--- src/hw/rtl/cr3_pkg.sv ---
package cr3_pkg;

   localparam int OUT_W = 58;
   localparam int FIFO_DEPTH = 4;

   typedef struct packed {
      logic       singular;
      logic [2:0] neg;
   } cr3_flags_type;

endpackage

--- src/hw/rtl/cr3_fifo.sv ---
module cr3_fifo #(
   parameter int WIDTH = 8
) (
   input  logic             clock,
   input  logic             reset,
   input  logic             push_valid,
   output logic             push_ready,
   input  logic [WIDTH-1:0] push_data,
   output logic             pop_valid,
   input  logic             pop_ready,
   output logic [WIDTH-1:0] pop_data,
   output logic [$clog2(cr3_pkg::FIFO_DEPTH):0] level
);
   import cr3_pkg::*;

   localparam int AW = $clog2(FIFO_DEPTH);

   logic [WIDTH-1:0] mem [FIFO_DEPTH];
   logic [AW-1:0]    wr_ff, rd_ff;
   logic [AW:0]      cnt_ff;
   logic             push, pop;

   assign push_ready = (cnt_ff != (AW+1)'(FIFO_DEPTH));
   assign pop_valid = (cnt_ff != '0);
   assign push = push_valid && push_ready;
   assign pop = pop_valid && pop_ready;
   assign pop_data = mem[rd_ff];
   assign level = cnt_ff;

   always_ff @(posedge clock) begin
      if (reset) begin
         wr_ff <= '0;
         rd_ff <= '0;
         cnt_ff <= '0;
      end else begin
         if (push) begin
            wr_ff <= wr_ff + 1'b1;
         end
         if (pop) begin
            rd_ff <= rd_ff + 1'b1;
         end
         if (push && !pop) begin
            cnt_ff <= cnt_ff + 1'b1;
         end else if (pop && !push) begin
            cnt_ff <= cnt_ff - 1'b1;
         end
      end
      if (push) begin
         mem[wr_ff] <= push_data;
      end
   end

endmodule

--- config.mk ---
export PLATFORM = sky130hd
export DESIGN_NAME = cr3_fifo
export DESIGN_NICKNAME = d
export VERILOG_FILES = /design/src/hw/rtl/cr3_pkg.sv /design/src/hw/rtl/cr3_fifo.sv
export SDC_FILE = /design/constraint.sdc
export NUM_CORES = 1
export LEC_CHECK = 0
export BUFFER_PORTS_ARGS = -buffer_cell sky130_fd_sc_hd__buf_2
export CAP_MARGIN = 10
export CORE_MARGIN = 3
export CORE_UTILIZATION = 40
export CTS_BUF_LIST = sky130_fd_sc_hd__clkbuf_4
export CTS_CLUSTER_DIAMETER = 100
export DETAILED_ROUTE_END_ITERATION = 10
export PLACE_DENSITY = 0.57
export SLEW_MARGIN = 20
export SYNTH_ARGS = -nofsm -noshare
export SYNTH_HDL_FRONTEND = slang
export SYNTH_SLANG_ARGS = --single-unit
export TNS_END_PERCENT = 1
--- constraint.sdc ---
create_clock -name clock -period 2.3 [get_ports clock]
set_input_delay 0.69 -clock clock [delete_from_list [all_inputs] [get_ports clock]]
set_output_delay 0.69 -clock clock [all_outputs]
set_load 0.1 [all_outputs]
# Yosys cells after proc, flatten, opt, wreduce, memory -nomap -nowiden

Memory sizes are Yosys's and may differ from the RTL's. A register that Yosys moved wholly into a read port is not among the register bits.
Cells that the tools add are included.

Memories: 1
Output and inout bits: 13
Memory bits (writable): 32
Register bits: 7

Memories:

| memory | depth | width | read ports | clocked after Yosys merged registers in | write ports | RTL line       | text |
|---|---|---|---|---|---|---|---|
| mem    | 4     | 8     | 1          | 1                                       | 1           | cr3_fifo.sv:18 | `logic [WIDTH-1:0] mem [FIFO_DEPTH];` |

Eq/ne operators: 1
Reductions and logical operators: 8
Add/sub/neg operators: 4
Multiplexer cells: 6

Operators with widths:

| kind                                              | number |
|---|---|
| two-way mux 3 bit                                 | 2 |
| adder 2 x 1 -> 2 bit (second input constant)      | 2 |
| logical AND 1 bit                                 | 4 |
| two-way mux 2 bit                                 | 2 |
| adder 3 x 1 -> 3 bit (second input constant)      | 1 |
| inequality test 3 bit (second input constant)     | 1 |
| nonzero test 3 bit                                | 1 |
| subtractor 3 x 1 -> 3 bit (second input constant) | 1 |
| logical NOT 1 bit                                 | 2 |
| two-way mux 1 bit                                 | 2 |
| nonzero test 2 bit                                | 1 |

# Longest topological paths before layout

Depth in word-level cells: 6
Depth in mapped cells: 8
Depth with buffers taken out: 8

# Worst setup path before layout

OpenSTA, ideal clock, no wires.

Path kind: register to register
Start: register cnt_ff[1] (netlist: level[1])
End: register cnt_ff[2] (netlist: level[2])
Library setup time: 70 ps
Setup slack: -416 ps
Clock period less this slack: 2,716 ps
Data required time: 2,230 ps
Arrival: 2,646 ps
Cell stages (with the launch flop): 9
Cells stage by stage: dfxtp_1 -> nor2_2 -> a21boi_4 -> ha_1 -> inv_1 -> fa_1 -> xor2_1 -> or3_1 -> a21oi_1

Longest elaborated chain between the ends: 5

Ends and longest elaborated chain:

| item                                | RTL line       | text |
|---|---|---|
| from (decl)                         | cr3_fifo.sv:20 | `logic [AW:0] cnt_ff;` |
| from (signal assigned)              | cr3_fifo.sv:43 | `cnt_ff <= cnt_ff + 1'b1;` |
| from (signal assigned)              | cr3_fifo.sv:45 | `cnt_ff <= cnt_ff - 1'b1;` |
| inequality test 3 bit (*)           | cr3_fifo.sv:23 | `assign push_ready = (cnt_ff != (AW+1)'(FIFO_DEPTH));` |
| logical AND 1 bit (*)               | cr3_fifo.sv:25 | `assign push = push_valid && push_ready;` |
| via push                            | cr3_fifo.sv:21 | `logic push, pop;` |
| logical NOT 1 bit                   | cr3_fifo.sv:44 | `end else if (pop && !push) begin` |
| logical AND 1 bit                   | cr3_fifo.sv:44 |  |
| nonzero test 2 bit (no source line) | n/a            |  |

Mark *: on every way through the listed nets, which the timed path passes. The rest lies on a longest branch. The select of a mux whose other input is x is not followed.
A chain may end at the register's enable or synchronous reset.

==> results.cfg <==
[final_layout]
nets = 138
diodes = 0
drive_gt1_share_pct = 43.8
finish.utilization_pct = 51.4
mostFrequentLayoutCells = 32 x edfxtp_1, 16 x buf_2, 8 x mux4_2
area_growth_pct = 19.2
final_area_um2 = 1950
final_common_cell = edfxtp_1
final_cells = 169

[setup_path]
cp.buffers_inverters = 2
rrSetupSlack_ns = 0.28
crit_family = multiplexers
end_kind = primary output
r2r-end = level[2]
crit_path_top_delay_cell = mux4_2
critPathMaxFanout = 8
reg2reg_depth = 7
path_class = register to primary output
slowest_delay_ns = 0.53
required_ns = 1.61
crit_chain = buf_12 > mux4_2 > buf_8
arrival_ns = 1.55
r2r_start = level[1]
startpoint_type = register

[clock_tree]
cts.htree.levels = 2
cts_setup_buffers = 0
clock_latency_ns = 0.34
cts_root_buffer = clkbuf_4
cts_buffers = 5
hold_buffers = 0
cts_sinks = 41
cts_tree = yes
clk_pin_slew_ns = 0.11
clockBufferDepth = 2

[synth]
seq_area_frac_synth_pct = 69.7
syn-num-nets = 108
yosysWarningCount = 0
postSynthAreaPerCell_um2 = 18.2
synth_area_leaders = edfxtp_1 59%, dfxtp_1 11%, mux4_2 11%
syn_area_um2 = 1640
synth_cell_types = 23
ys_ff_latch = 41
yosysTopAreaCellShare_pct = 58.7
yosys.area.top_type = edfxtp_1
synthCells = 90

[global_routing]
antenna_found_initial = 0
grt_pass1_wl_mm = 4.14
grt_usage_pct = 11.5
grt_pass1_vias = 841
grt_max_degree = 13
overflow = 0

[sta]
slew_viol_final = 0
finalSetupViolations = 0
fin_skew_ns = 0.00567
tightest_slew_ns = 0.487
min_period_over_period_pct = 97.5
slew_headroom_pct = 67.8
setup_ws_ns = 0.0583
hold_violations = 0
max_freq_ghz = 0.446
rsz0062_at_grt = true
min_period_ns = 2.24

[drt]
vias = 823
first_pass_iters = 3
via_per_inst = 4.87
drc_errors = 0
dr.first_iter.drc_count = 34
ant_nets = 0
wl_mm = 2.44
post_drt_wl_per_cell_um = 14.4

[place]
pre_cts_slack_ns = 0.0639
placed_cell_area_um2 = 1840
place_congestion = 0.650
port_buffers = 24
hpwl_mm = 1.72
dp.cells = 161

[floorplan]
fp.dieArea_um2 = 4900
rows = 22
die_w_um = 70.0
coreArea_um2 = 3800
io_pins = 25
die_h_um = 70.0
initial_utilization_pct = 43.1

[min_path]
hold_depth = 2
hp-class = register to register
hold_path_end = wr_ff[1]
hold_path.startpoint = wr_ff[1]

[flow_run]
maxCapViolations = 0

[outcome]
status = completed
## flip-flops by register name (all words and copies together), names as in the netlist, named ones only
| signal | count |
|---|---|
| wr_ff | 2 |
| mem | 32 |
| level | 3 |
| rd_ff | 2 |
## what timing repair did
action | in CTS | in global routing
endpoints found under the hold margin | 0 | 0
setup endpoints to repair | 8 | 8
resized for setup | 16 | 4
gates cloned | 0 | 0
## Yosys cell counts
cell,instances
a21boi_4,1
a21oi_1,1
and2_1,4
buf_4,1
clkbuf_1,2
dfxtp_1,9
edfxtp_1,32
fa_1,1
ha_1,5
inv_1,3
mux2_4,1
mux2i_1,2
mux4_2,8
nand2_1,1
nand2b_1,2
nor2_1,7
nor2_2,1
o21ai_0,1
o311ai_1,1
o31ai_2,1
or3_1,1
or3_2,1
xor2_1,4
## tightest hold or removal path, stage by stage (launching register included)
cell and delay, ns:
dfxtp_1 0.35, nand2b_1 0.08, mux2i_1 0.06
## stage by stage
stage	hold slack [ns]	TNS (ns)
4_1_cts	0.540	0
5_1_grt	0.526	-0.0576
6_report	0.538	0
3_3_place_gp	0.501	0
2_1_floorplan	0.482	-0.0459
3_5_place_dp	0.511	0
## layer usage
layer  vias up  wire length (um)  global-route usage [%]
met2        20              1240                    18.0
li1        399                 -                       -
met1       398              1010                    13.4
met3         6               130                    4.89
met4         0                57                    5.74
met5         -                 0                       0
## how the worst max path moves through the flow
stage               startpoint           to  slack (ns)  depth (start not counted)
floorplan             level[1]     level[2]       -0.05                          8
global placement    push_valid     level[2]        0.12                          8
detailed placement  push_valid     level[2]        0.06                          8
CTS                   register  pop_data[1]       0.003                          3
global route          register  pop_data[2]       -0.02                          3
finish                register  pop_data[2]        0.06                          3
## area by class of cell
class,count,area [um^2]
fillers,321,1850
flip-flops and latches,41,1150
multi-input cells,43,473
repair buffers,26,205
well taps,48,60.1
clock buffers,6,45.0
inverters,3,11.3
clock inverters,2,10.0
## logic make-up (layout without fill, tap and decap cells)
family	after synthesis	after routing	share of synthesized area [%]
compound gates	5	5	3.06
xor+xnor	4	4	2.14
fa+ha+maj	6	6	5.04
buf+inv	6	37	1.60
flops	41	41	69.7
mux	11	11	13.1
simple gates	17	17	5.35
Power is not shown: default switching activity piles up to over one toggle a cycle in this logic, so the estimate is an artifact.
